<file path="config.mk">
export PLATFORM = sky130hd
export DESIGN_NAME = edge_trigger_with_hysteresis_top_flat
export DESIGN_NICKNAME = d
export VERILOG_FILES = /design/src/sv/etrig_pkg.sv /design/src/sv/etrig_sample_if.sv /design/src/sv/etrig_hit_if.sv /design/src/sv/edge_trigger_with_hysteresis_top.sv /design/src/flat_wrapper.sv
export SDC_FILE = /design/constraint.sdc
export NUM_CORES = 1
export LEC_CHECK = 0
export BUFFER_PORTS_ARGS = -buffer_cell sky130_fd_sc_hd__clkbuf_2
export CAP_MARGIN = 10
export CORE_UTILIZATION = 35
export DETAILED_ROUTE_END_ITERATION = 16
export MAX_ROUTING_LAYER = met4
export SLEW_MARGIN = 20
export SYNTH_ARGS = -nofsm -noshare
export SYNTH_HDL_FRONTEND = slang
export SYNTH_SLANG_ARGS = --single-unit
</file>
<file path="constraint.sdc">
create_clock -name clk_i -period 8.25 [get_ports clk_i]
set_clock_uncertainty 0.05 [all_clocks]
set_input_delay 0 -clock clk_i [delete_from_list [all_inputs] [get_ports clk_i]]
set_output_delay 0 -clock clk_i [all_outputs]
set_load 0.05 [all_outputs]
</file>
<file path="src/sv/etrig_pkg.sv">
package etrig_pkg;

  localparam int SampleBits   = 12;
  localparam int PositionBits = 32;
  localparam int FractionBits = 15;

  localparam int CfgIdxBits = 2;
  localparam int CntBits    = $clog2(FractionBits);

  localparam logic [CfgIdxBits-1:0] CFG_LEVEL   = 2'd0;
  localparam logic [CfgIdxBits-1:0] CFG_HYST    = 2'd1;
  localparam logic [CfgIdxBits-1:0] CFG_FALLING = 2'd2;

  localparam logic [SampleBits-1:0] LevelReset = SampleBits'(2048);

  typedef logic [SampleBits-1:0]   sample_t;
  typedef logic [PositionBits-1:0] position_t;
  typedef logic [FractionBits:0]   fraction_t;

  typedef enum logic [1:0] {
    ST_IDLE,
    ST_DIV,
    ST_ROUND,
    ST_LOAD
  } etrig_state_e;

endpackage

</file>
<file path="src/sv/etrig_sample_if.sv">
interface etrig_sample_if;
  import etrig_pkg::*;

  logic      valid;
  logic      ready;
  sample_t   sample;
  position_t sample_position;

  modport source (output valid, output sample, output sample_position, input ready);
  modport sink   (input valid, input sample, input sample_position, output ready);
endinterface

</file>
<file path="src/sv/etrig_hit_if.sv">
interface etrig_hit_if;
  import etrig_pkg::*;

  logic      valid;
  logic      ready;
  position_t hit_position;
  fraction_t crossing_fraction;

  modport source (output valid, output hit_position, output crossing_fraction, input ready);
  modport sink   (input valid, input hit_position, input crossing_fraction, output ready);
endinterface

</file>
<file path="src/sv/edge_trigger_with_hysteresis_top.sv">
// samples that do not fire: one request per cycle while idle, no result
// a firing sample: when the fraction is 0 or -1 the result goes straight to the load state,
//   otherwise through the division and rounding states of the one-bit-per-cycle shared divider
// next request taken once the result is loaded into the output register
// input is not ready while a fraction is being worked out or while it waits for the output
// reset (rst_ni low, asynchronous): disarmed, previous sample 0, level 2048, hysteresis 0,
//   rising edge, no result pending
module edge_trigger_with_hysteresis_top (
  input  logic                                clk_i,
  input  logic                                rst_ni,
  etrig_sample_if.sink                        sample_i,
  etrig_hit_if.source                         hit_o,
  input  logic                                cfg_we_i,
  input  logic [etrig_pkg::CfgIdxBits-1:0]    cfg_idx_i,
  input  logic [etrig_pkg::SampleBits-1:0]    cfg_data_i
);
  import etrig_pkg::*;

  // configuration registers
  sample_t level_q;
  sample_t hyst_q;
  logic    falling_q;

  // trigger state
  logic    armed_q, armed_d;
  sample_t prev_q;

  // sequencer and divider
  etrig_state_e state_q, state_d;
  logic [CntBits-1:0]    cnt_q;
  logic [SampleBits-1:0] rem_q;
  logic [SampleBits-1:0] den_q;
  fraction_t             quo_q;
  position_t             pos_q;

  // output register
  logic      out_vld_q;
  position_t out_pos_q;
  fraction_t out_frac_q;

  logic accept;
  logic fire;
  logic frac_zero;
  logic frac_full;
  logic load_out;

  logic [SampleBits:0]   arm_lo_w;
  logic [SampleBits:0]   arm_hi_w;
  sample_t               arm_lo;
  sample_t               arm_hi;
  logic [SampleBits:0]   num;
  logic [SampleBits:0]   den;
  sample_t               num_mag;
  sample_t               den_mag;

  // shared subtract and compare unit
  logic [SampleBits:0]   unit_a;
  logic [SampleBits+1:0] unit_diff;
  logic                  unit_ge;

  assign accept = sample_i.valid && sample_i.ready;

  // arm thresholds, clamped to the sample range
  assign arm_lo_w = {1'b0, level_q} - {1'b0, hyst_q};
  assign arm_hi_w = {1'b0, level_q} + {1'b0, hyst_q};
  assign arm_lo   = arm_lo_w[SampleBits] ? '0 : arm_lo_w[SampleBits-1:0];
  assign arm_hi   = arm_hi_w[SampleBits] ? '1 : arm_hi_w[SampleBits-1:0];

  always_comb begin
    armed_d = armed_q;
    fire    = 1'b0;
    if (!armed_q) begin
      armed_d = falling_q ? (sample_i.sample >= arm_hi) : (sample_i.sample <= arm_lo);
    end else if (falling_q ? (sample_i.sample <= level_q) : (sample_i.sample >= level_q)) begin
      armed_d = 1'b0;
      fire    = 1'b1;
    end
  end

  // crossing ratio operands: level minus current over current minus previous
  assign num     = {1'b0, level_q} - {1'b0, sample_i.sample};
  assign den     = {1'b0, sample_i.sample} - {1'b0, prev_q};
  assign num_mag = num[SampleBits] ? SampleBits'(-num) : num[SampleBits-1:0];
  assign den_mag = den[SampleBits] ? SampleBits'(-den) : den[SampleBits-1:0];

  // zero when either side is zero or both point the same way
  assign frac_zero = (num == '0) || (den == '0) || (num[SampleBits] == den[SampleBits]);
  assign frac_full = num_mag >= den_mag;

  // long-division step doubles the remainder, rounding step adds half the divisor
  assign unit_a    = (state_q == ST_ROUND) ? ({1'b0, rem_q} + {2'b00, den_q[SampleBits-1:1]})
                                           : {rem_q, 1'b0};
  assign unit_diff = {1'b0, unit_a} - {2'b00, den_q};
  assign unit_ge   = !unit_diff[SampleBits+1];

  // next state
  always_comb begin
    state_d = state_q;
    unique case (state_q)
      ST_IDLE: begin
        if (accept && fire) begin
          state_d = (frac_zero || frac_full) ? ST_LOAD : ST_DIV;
        end
      end
      ST_DIV: begin
        if (cnt_q == '0) begin
          state_d = ST_ROUND;
        end
      end
      ST_ROUND: begin
        state_d = ST_LOAD;
      end
      ST_LOAD: begin
        if (load_out) begin
          state_d = ST_IDLE;
        end
      end
      default: begin
        state_d = ST_IDLE;
      end
    endcase
  end

  // handshake outputs
  always_comb begin
    sample_i.ready = (state_q == ST_IDLE);
    load_out       = (state_q == ST_LOAD) && (!out_vld_q || hit_o.ready);
  end

  assign hit_o.valid             = out_vld_q;
  assign hit_o.hit_position      = out_pos_q;
  assign hit_o.crossing_fraction = out_frac_q;

  // configuration writes, index three and up are dropped
  always_ff @(posedge clk_i or negedge rst_ni) begin
    if (!rst_ni) begin
      level_q   <= LevelReset;
      hyst_q    <= '0;
      falling_q <= 1'b0;
    end else if (cfg_we_i) begin
      unique case (cfg_idx_i)
        CFG_LEVEL:   level_q   <= cfg_data_i;
        CFG_HYST:    hyst_q    <= cfg_data_i;
        CFG_FALLING: falling_q <= cfg_data_i[0];
        default: ;
      endcase
    end
  end

  // control state
  always_ff @(posedge clk_i or negedge rst_ni) begin
    if (!rst_ni) begin
      state_q   <= ST_IDLE;
      armed_q   <= 1'b0;
      prev_q    <= '0;
      out_vld_q <= 1'b0;
    end else begin
      state_q <= state_d;
      if (accept) begin
        armed_q <= armed_d;
        prev_q  <= sample_i.sample;
      end
      if (load_out) begin
        out_vld_q <= 1'b1;
      end else if (hit_o.ready) begin
        out_vld_q <= 1'b0;
      end
    end
  end

  // divider datapath and result payload
  always_ff @(posedge clk_i) begin
    if (accept && fire) begin
      pos_q <= sample_i.sample_position;
      rem_q <= num_mag;
      den_q <= den_mag;
      cnt_q <= CntBits'(FractionBits - 1);
      if (frac_zero) begin
        quo_q <= '0;
      end else if (frac_full) begin
        quo_q <= fraction_t'(1) << FractionBits;
      end else begin
        quo_q <= '0;
      end
    end else if (state_q == ST_DIV) begin
      rem_q <= unit_ge ? unit_diff[SampleBits-1:0] : unit_a[SampleBits-1:0];
      quo_q <= {quo_q[FractionBits-1:0], unit_ge};
      cnt_q <= cnt_q - 1'b1;
    end else if (state_q == ST_ROUND) begin
      // round to nearest, ties away from zero
      quo_q <= quo_q + fraction_t'(unit_ge);
    end
    if (load_out) begin
      out_pos_q  <= pos_q;
      out_frac_q <= '0 - quo_q;
    end
  end

endmodule

</file>
<file path="src/flat_wrapper.sv">
// flat-port wrapper written by rule: the top's interface ports become plain ports
module edge_trigger_with_hysteresis_top_flat import etrig_pkg::*;
  (clk_i, rst_ni, cfg_we_i, cfg_idx_i, cfg_data_i, sample_i_valid, sample_i_sample, sample_i_sample_position, sample_i_ready, hit_o_valid, hit_o_hit_position, hit_o_crossing_fraction, hit_o_ready);
  etrig_sample_if sample_i_i ();
  etrig_hit_if hit_o_i ();
  input  logic clk_i;
  input  logic rst_ni;
  input  logic cfg_we_i;
  input  logic [etrig_pkg::CfgIdxBits-1:0] cfg_idx_i;
  input  logic [etrig_pkg::SampleBits-1:0] cfg_data_i;
  input wire logic [$bits(sample_i_i.valid)-1:0] sample_i_valid;
  input wire logic [$bits(sample_i_i.sample)-1:0] sample_i_sample;
  input wire logic [$bits(sample_i_i.sample_position)-1:0] sample_i_sample_position;
  output wire logic [$bits(sample_i_i.ready)-1:0] sample_i_ready;
  output wire logic [$bits(hit_o_i.valid)-1:0] hit_o_valid;
  output wire logic [$bits(hit_o_i.hit_position)-1:0] hit_o_hit_position;
  output wire logic [$bits(hit_o_i.crossing_fraction)-1:0] hit_o_crossing_fraction;
  input wire logic [$bits(hit_o_i.ready)-1:0] hit_o_ready;
  assign sample_i_i.valid = sample_i_valid;
  assign sample_i_i.sample = sample_i_sample;
  assign sample_i_i.sample_position = sample_i_sample_position;
  assign sample_i_ready = sample_i_i.ready;
  assign hit_o_valid = hit_o_i.valid;
  assign hit_o_hit_position = hit_o_i.hit_position;
  assign hit_o_crossing_fraction = hit_o_i.crossing_fraction;
  assign hit_o_i.ready = hit_o_ready;
  edge_trigger_with_hysteresis_top u_core (.clk_i(clk_i), .rst_ni(rst_ni), .sample_i(sample_i_i), .hit_o(hit_o_i), .cfg_we_i(cfg_we_i), .cfg_idx_i(cfg_idx_i), .cfg_data_i(cfg_data_i));
endmodule
</file>
# After elaboration in Yosys (flattened, before gate mapping)
# Index checks and enable logic that the tools add are counted.
dict set report word_totals {
  reg_bits 165
  output_inout_bits 50
  word_cells 86
  inputBits 63
}
dict set report op_classes {
  eq_ne 9
  order_cmp 5
  addsub 11
  mux 26
  n_reduce_logical 21
}
# cell n
set ops {}
lappend ops {{12-bit 2-to-1 mux} 7}
lappend ops {{16-bit 2-to-1 mux} 5}
lappend ops {{12-bit by 12-bit subtractor with 13-bit output} 3}
lappend ops {{12-bit >= comparator} 3}
lappend ops {{13-bit logical NOT} 2}
lappend ops {{12-bit <= comparator} 2}
lappend ops {{12-bit negation} 2}
lappend ops {{16-bit by 1-bit adder with 16-bit output} 1}
lappend ops {{1-bit by 16-bit subtractor with 16-bit output (first input constant)} 1}
lappend ops {{13-bit by 12-bit subtractor with 14-bit output} 1}
lappend ops {{12-bit by 11-bit adder with 13-bit output} 1}
lappend ops {{12-bit by 12-bit adder with 13-bit output} 1}
lappend ops {{13-bit 2-to-1 mux} 1}
lappend ops {{1-bit 2-to-1 mux} 8}
lappend ops {{2-bit 2-to-1 mux} 4}
lappend ops {{2-bit case mux with 4 select lines} 1}
lappend ops {{2-bit == test (second input constant)} 3}
lappend ops {{2-bit AND reduction} 3}
lappend ops {{2-bit by 1-bit == test with 1-bit output (second input constant)} 2}
lappend ops {{2-bit logical NOT} 2}
lappend ops {{4-bit logical NOT} 1}
lappend ops {{1-bit logical OR} 4}
lappend ops {{2-bit by 1-bit inequality test with 1-bit output (second input constant)} 2}
lappend ops {{2-bit nonzero test} 2}
lappend ops {{7 further kinds} 10}

# Logic depth before layout (Yosys ltp)
# Gate-level depths: netlist of run 1.
dict set report logic_depth {
  word_depth 8
  depth_mapped 26
  mapped_depth_nobuf 24
}

# Worst setup path before layout of run 1
# OpenSTA, ideal clock, no wires.
dict set report synth_timing {
  path_kind {register to register}
  startpoint {reg u_core.den_q[1]}
  endpoint {reg u_core.quo_q[15] (data pin)}
  setup_ns 0.264
  required_ns 7.936
  path_buffers 2
  synth_period_minus_slack_ns 4.635
  slack_ns 3.615
  arrival_time_ns 4.321
  path_stages_with_launch 25
  path_cell_list {edfxtp_1 > ha_1 > inv_1 > fa_1 > nor2b_1 > o31a_1 > o31a_1 > o21a_1 > o21a_1 > o31ai_1 > ha_1 > and3_1 > a211oi_2 > nor3b_2 > a21oi_4 > buf_6 > inv_1 > ha_1 > nand3_1 > or2_2 > clkbuf_1 > nor3_1 > nand2_1 > a32oi_1 > o22ai_1}
}
dict set report synth_via {
  elab_chain_cells 8
}
# element line_no
set synth_rtl {}
lappend synth_rtl {{start: declaration} edge_trigger_with_hysteresis_top.sv:32} ;# logic [SampleBits-1:0] den_q;
lappend synth_rtl {{start signal: assignment} edge_trigger_with_hysteresis_top.sv:176} ;# den_q <= den_mag;
lappend synth_rtl {{12-bit by 11-bit adder with 13-bit output} edge_trigger_with_hysteresis_top.sv:91} ;# assign unit_a = (state_q == ST_ROUND) ? ({1'b0, rem_q} + {2'b00, den_q[SampleBits-1:1]})
lappend synth_rtl {{13-bit 2-to-1 mux} edge_trigger_with_hysteresis_top.sv:91}
lappend synth_rtl {{13-bit by 12-bit subtractor with 14-bit output (*)} edge_trigger_with_hysteresis_top.sv:93} ;# assign unit_diff = {1'b0, unit_a} - {2'b00, den_q};
lappend synth_rtl {{1-bit logical NOT (*)} edge_trigger_with_hysteresis_top.sv:94} ;# assign unit_ge = !unit_diff[SampleBits+1];
lappend synth_rtl {{16-bit by 1-bit adder with 16-bit output (*)} edge_trigger_with_hysteresis_top.sv:191} ;# quo_q <= quo_q + fraction_t'(unit_ge);
lappend synth_rtl {{16-bit 2-to-1 mux (*)} edge_trigger_with_hysteresis_top.sv:189} ;# end else if (state_q == ST_ROUND) begin
lappend synth_rtl {{16-bit 2-to-1 mux (*)} edge_trigger_with_hysteresis_top.sv:185} ;# end else if (state_q == ST_DIV) begin
lappend synth_rtl {{16-bit 2-to-1 mux (*)} edge_trigger_with_hysteresis_top.sv:173} ;# if (accept && fire) begin
lappend synth_rtl {{end signal: assignment} edge_trigger_with_hysteresis_top.sv:181} ;# quo_q <= fraction_t'(1) << FractionBits;
lappend synth_rtl {{end signal: assignment} edge_trigger_with_hysteresis_top.sv:187} ;# quo_q <= {quo_q[FractionBits-1:0], unit_ge};
lappend synth_rtl {{end signal: assignment} edge_trigger_with_hysteresis_top.sv:191}
lappend synth_rtl {{end: declaration} edge_trigger_with_hysteresis_top.sv:33} ;# fraction_t quo_q;
# Mark *: on every way between the ends. The rest lies on a longest branch, timed or not. The select of a mux whose other input is x is not followed.
# A chain may end at the register's enable or synchronous reset.

# Worst setup path after layout of run 1
dict set report layout_timing {
  startpoint {reg u_core.den_q[1]}
  endpoint {reg u_core.quo_q[12] (data pin)}
}
# Same word-level chain as after synthesis.

==> impl_metrics.ini, run 1 <==
[run_status]
status = finished, final reports clean

[setup_path]
crit_family = compound AO/OA/AOI/OAI gates
critical_path.slowest_cell = edfxtp_1
cpMostUsedCell = ha_1
ff2ff_setup_slack_ps = 3090
crit_required_ps = 8360
reg2reg_to = u_core.quo_q[12]
cp-start-kind = flop
r2r-start = u_core.den_q[1]
slowest_delay_ps = 410
cp.arrival_ps = 5270
cp_max_fo = 13
crit_type = flop to flop
path_cells = ha_1, inv_1, fa_1, nor2b_1, o31a_1, o31a_1, o21a_1, o21a_1, o31ai_1, ha_1, and3_1, a211oi_2, nor3b_2, a21oi_4, inv_1, ha_1, ha_1, nand2_1, nor2_1, nand2b_1, nor2_1, o21ai_0, a21oi_1
critPathBufInv = 2
ff2ff_path_depth = 23
end_kind = flop
path_depth = 23

[cts]
hold_buffers = 65
cts_htree_levels = 4
cts_tree = done
cts_resized = 0
cts.sinks = 165
post_cts_buffers = 0
cts_buffers = 17
clk_pin_slew_ps = 80
cts_root_buf = clkbuf_16
clk_latency_ps = 440
clockBufferDepth = 2

[worst_hold_path]
hold_end = u_core.state_q[0]
hold_path_depth = 5
min_path_type = input pin to flop
min_from = sample_i_valid

[global_routing]
grt_pass1_wl_mm = 41.2
grt_pass1_vias = 8632
grt_max_degree = 82
antenna_found_initial = 0
grt_usage = 0.156
overflow = 0

[die]
io_pins = 113
die_x_um = 183
initial_utilization = 0.354
rows = 66
fp.dieArea_sq_mm = 0.0336
die_h_um = 183
core_sq_mm = 0.0325

[route]
drt-pass1-iter-count = 4
ant_nets = 0
vias_per_cell = 4.89
wirelength_mm = 24.4
drc_errors = 0
num_vias = 8599
wl_per_cell_um = 13.9
drt_iter0_drc = 381

[sta]
rsz0062_at_grt = false
hold_viol = 0
setup_tns_ps = 0
relSlewSlack = 0.336
holdWs_ps = 40.5
slew_violations = 0
fin_crit_ps = 5160
setup_viol = 0
worst_slew_pin_slew_ps = 991
finalCritPeriodShare = 0.625
fmax_ghz = 0.194

[synth]
yosys.area.top_type_share = 0.313
yosysMostFrequentCell = edfxtp_1
yosys.area.top_type = edfxtp_1
syn-instance-count = 1138
yosys-top-cells-area = edfxtp_1, ha_1, dfrtp_1
synth-seq-area-share = 0.410
async_flop_share = 0.248
syn_avg_cell_area_sq_um = 10.1
syn-num-nets = 1324
yosys-top-cells-count = edfxtp_1, ha_1, inv_1
yosys.cell_types.count = 81
synth_edf_count = 120
ys.flop_type = edfxtp_1
mappedNetlistArea_sq_mm = 0.0115
ys_ff_latch = 165
yosys_warnings = 0

[power_and_ir_drop]
swShare = 0.450
power_density_mw_per_mm2 = 395
leakagePower_nw = 5.70
p_total_mw = 5.45
pwr-share-seq = 0.267
power_switching_mw = 2.45
pwr-share-comb = 0.580
peakVddDrop_mv = 0.172
intPower_mw = 3.00
power.share.clock = 0.152

[final_layout]
area_growth_pct = 19.9
drive_above_1_share = 0.168
final_nets = 1489
antenna_cells = 0
nFillCells = 3089

[place]
io_buffers = 112
place_hpwl_mm = 18.6
gp_congestion = 0.894

[flow_run]
drv_cap = 0
==> sequential cells by signal (all words and copies together), names as in the netlist <==
| signal | count |
|---|---|
| u_core.falling_q | 1 |
| u_core.prev_q | 12 |
| u_core.cnt_q | 4 |
| u_core.hit_o.crossing_fraction | 16 |
| u_core.quo_q | 16 |
| u_core.rem_q | 12 |
| u_core.hit_o.hit_position | 32 |
| u_core.pos_q | 32 |
| u_core.state_q | 2 |
| u_core.den_q | 12 |
| u_core.hit_o.valid | 1 |
| u_core.hyst_q | 12 |
| u_core.level_q | 12 |
| u_core.armed_q | 1 |
==> cells by family after synthesis <==
kind of cell    share of synthesized area
compound gates                      0.155
fa+ha+maj                           0.138
simple gates                        0.135
buf+inv                            0.0479
xor+xnor                           0.0639
mux                                0.0510
flops                               0.410
==> placed cells by master (no fill, tap or decap), drive strengths merged, types with 9 or more instances in the layout <==
cell         synthesis  layout
clkbuf              23     128
nor2                84      84
o21a                17      17
nor3                26      26
dlygate4sd3          0      65
mux2                45      45
edfxtp             120     120
nand2b              18      18
o21ai               71      71
a211oi              18      18
nand3               34      34
ha                 117     117
o31ai               10      10
nor2b               14      14
xor2                26      26
nand2               72      72
inv                104     111
xnor2               57      57
dfrtp               40      40
o211ai              10      10
or3                 10      10
and3                 9       9
a21o                19      19
a21oi               62      62
==> worst min-delay path: cells and delay by family <==
kind | cells | cell delay (ps)
AO/OA/AOI/OAI | 2 | 190
buffers and inverters | 1 | 110
AND/OR/NAND/NOR | 2 | 190
==> area by class of cell <==
cell class / instances / area (sq um) / area share
multi-input combinational: 834 / 6260 / 0.454
sequential: 165 / 4710 / 0.342
clock inverter: 15 / 211 / 0.0153
clock buffer: 17 / 425 / 0.0308
timing repair buffer: 181 / 1240 / 0.0900
inverter: 104 / 390 / 0.0283
tap: 442 / 553 / 0.0401
==> power groups by stage <==
stage	logic, mW	clock network [mW]	registers, mW
2_1_floorplan	2.31	0	1.65
3_3_place_gp	3.08	0	1.47
3_5_place_dp	3.12	0	1.48
4_1_cts	3.17	0.853	1.46
5_1_grt	3.57	0.882	1.49
6_report	3.16	0.830	1.46
==> through the flow <==
step                      area [sq um]  worst slack (ps)  utilization  std cells
after floorplan                  11500              3610            -       1138
after global placement           12500              3270        0.385       1661
after detailed placement         12500              3130        0.385       1661
after CTS                        13800              3100        0.425       1758
after global routing             13800              2610        0.425       1758
final                            13800              3090        0.425       1758
==> metal layers <==
metal / routed length [um] / vias up / global-route usage
met5: 0 / - / -
met4: 310 / 0 / 0.0457
met3: 668 / 21 / 0.0244
met2: 11500 / 149 / 0.263
met1: 11900 / 3980 / 0.194
li1: - / 4449 / -
==> worst max-delay path by stage <==
stage                          startpoint               end  slack [ps]
final                     u_core.den_q[1]  u_core.quo_q[12]        3090
after global routing      u_core.den_q[1]  u_core.quo_q[14]        2610
after CTS                 u_core.den_q[1]  u_core.quo_q[12]        3100
after detailed placement  u_core.den_q[1]  u_core.quo_q[12]        3130
after global placement    u_core.den_q[1]  u_core.quo_q[12]        3270
after floorplan           u_core.den_q[1]  u_core.quo_q[15]        3610
No activity file was read; power rests on OpenSTA's default activity.
==> run 2: changes to the inputs <==
- clock period: 8.25 -> 4.8 ns (I/O delays scaled with it)
==> impl_metrics.ini, run 2 (synthesis gave the netlist of run 1 again) <==
[sta]
fmax_ghz = 0.221
relSlewSlack = 0.324
holdWs_ps = 59.7
fin_crit_ps = 4530
worst_slew_pin_slew_ps = 1010
slew_violations = 0
hold_viol = 0
finalCritPeriodShare = 0.943
rsz0062_at_grt = true
setup_viol = 0
fin_ws_ps = 273
setup_tns_ps = 0

[place]
io_buffers = 112
place_area_sq_mm = 0.0126
place_hpwl_mm = 18.9
place_inst = 1672
place_ws_ps = -31.9
gp_congestion = 0.892

[cts]
clk_latency_ps = 450
cts_root_buf = clkbuf_16
clk_pin_slew_ps = 80
cts_htree_levels = 4
cts_buffers = 17
cts_tree = done
clockBufferDepth = 2
cts.sinks = 165

[setup_path]
cp_max_fo = 5
cp.arrival_ps = 4670
end_kind = flop
crit_type = flop to flop
cp-start-kind = flop
crit_required_ps = 4940

[final_layout]
multiInputGateArea_sq_mm = 0.00640
ff_latch_area_sq_mm = 0.00471
final_cell_mix = edfxtp_1, ha_1, clkbuf_2
area_growth_pct = 22.1
final_common_cell = edfxtp_1
post-route-cell-area_sq_mm = 0.0140
final_nets = 1503
nFillCells = 3046
drive_above_1_share = 0.197
stdcell_count = 1772
antenna_cells = 0

[route]
drt-pass1-iter-count = 5
wirelength_mm = 25.0
wl_per_cell_um = 14.1
drc_errors = 0
vias_per_cell = 4.92
drt_iter0_drc = 380
ant_nets = 0
num_vias = 8711

[power_and_ir_drop]
leakagePower_nw = 5.79
peakVddDrop_mv = 0.369
power_density_mw_per_mm2 = 684

[global_routing]
antenna_found_initial = 0
grt_usage = 0.157
grt_max_degree = 82
grt_pass1_wl_mm = 41.2
grt_pass1_vias = 8498
overflow = 0

[die]
initial_utilization = 0.354
fp.dieArea_sq_mm = 0.0336
rows = 66
io_pins = 113
die_x_um = 183
core_sq_mm = 0.0325
die_h_um = 183

[run_status]
status = finished, final reports clean

[flow_run]
drv_cap = 0

[worst_hold_path]
min_path_type = input pin to flop
[run 2: power breakdown]
group	leakage (nW)	internal (mW)	switching [mW]
Sequential	1.64	2.19	0.327
Clock	0.305	0.724	0.718
Combinational	3.84	2.39	3.27
[run 2: final cells by class]
cell class,count,area share
Multi-Input combinational cell,834,0.456
Sequential cell,165,0.335
Timing Repair Buffer,195,0.0967
Tap cell,442,0.0394
Clock buffer,17,0.0303
Inverter,104,0.0278
Clock inverter,15,0.0151
[run 2: through the flow]
step	utilization	power [mW]
floorplan	-	6.81
global placement	0.388	7.89
detailed placement	0.388	8.01
CTS	0.428	9.55
global route	0.433	10.5
finish	0.433	9.62
[run 2: worst paths after layout]
| kind | from | cells after the start | endpoint | slack (ps) |
|---|---|---|---|---|
| max reg2reg | u_core.rem_q[0] | 23 | u_core.quo_q[6] | 270 |
| max | u_core.rem_q[0] | 23 | u_core.quo_q[6] | 270 |
| min | sample_i_valid | 5 | u_core.state_q[0] | 60 |
| min in group asynchronous | rst_ni | 2 | u_core.hyst_q[11] | 190 |
| min reg2reg | u_core.pos_q[19] | 0 | u_core.hit_o.hit_position[19] | 370 |
| max in group asynchronous | rst_ni | 2 | u_core.prev_q[0] | 3910 |
[run 2: what timing repair did]
| action | 4_1_cts | 5_1_grt |
|---|---|---|
| hold buffers | 65 | 0 |
| hold endpoints to repair | 110 | 0 |
| gates resized for setup | 1 | 34 |
| setup endpoints to repair | 4 | 13 |
| pin swaps | 1 | 15 |
| buffers inserted | 1 | 2 |
[run 2: critical path, stage by stage (launching register included)]
cell,delay [ps]
edfxtp_1,400
ha_2,210
inv_2,60
fa_2,220
nor2b_2,50
o31a_1,310
o31a_1,360
o21a_1,220
o21a_1,180
o31ai_2,200
ha_1,330
and3_4,220
a211oi_4,230
nor3b_2,100
a21oi_4,140
inv_2,60
ha_4,170
ha_4,170
nand2_2,100
nor2_4,70
xnor2_1,140
nor2_1,50
a21oi_1,160
nor2_1,60
[run 2: per-layer routing]
metal  vias to the layer above  global-route usage  routed length [um]
met3                        23              0.0232                 741
met1                      4037               0.196               12000
met5                         -                   -                   0
met4                         0              0.0473                 370
met2                       178               0.263               11800
li1                       4473                   -                   -
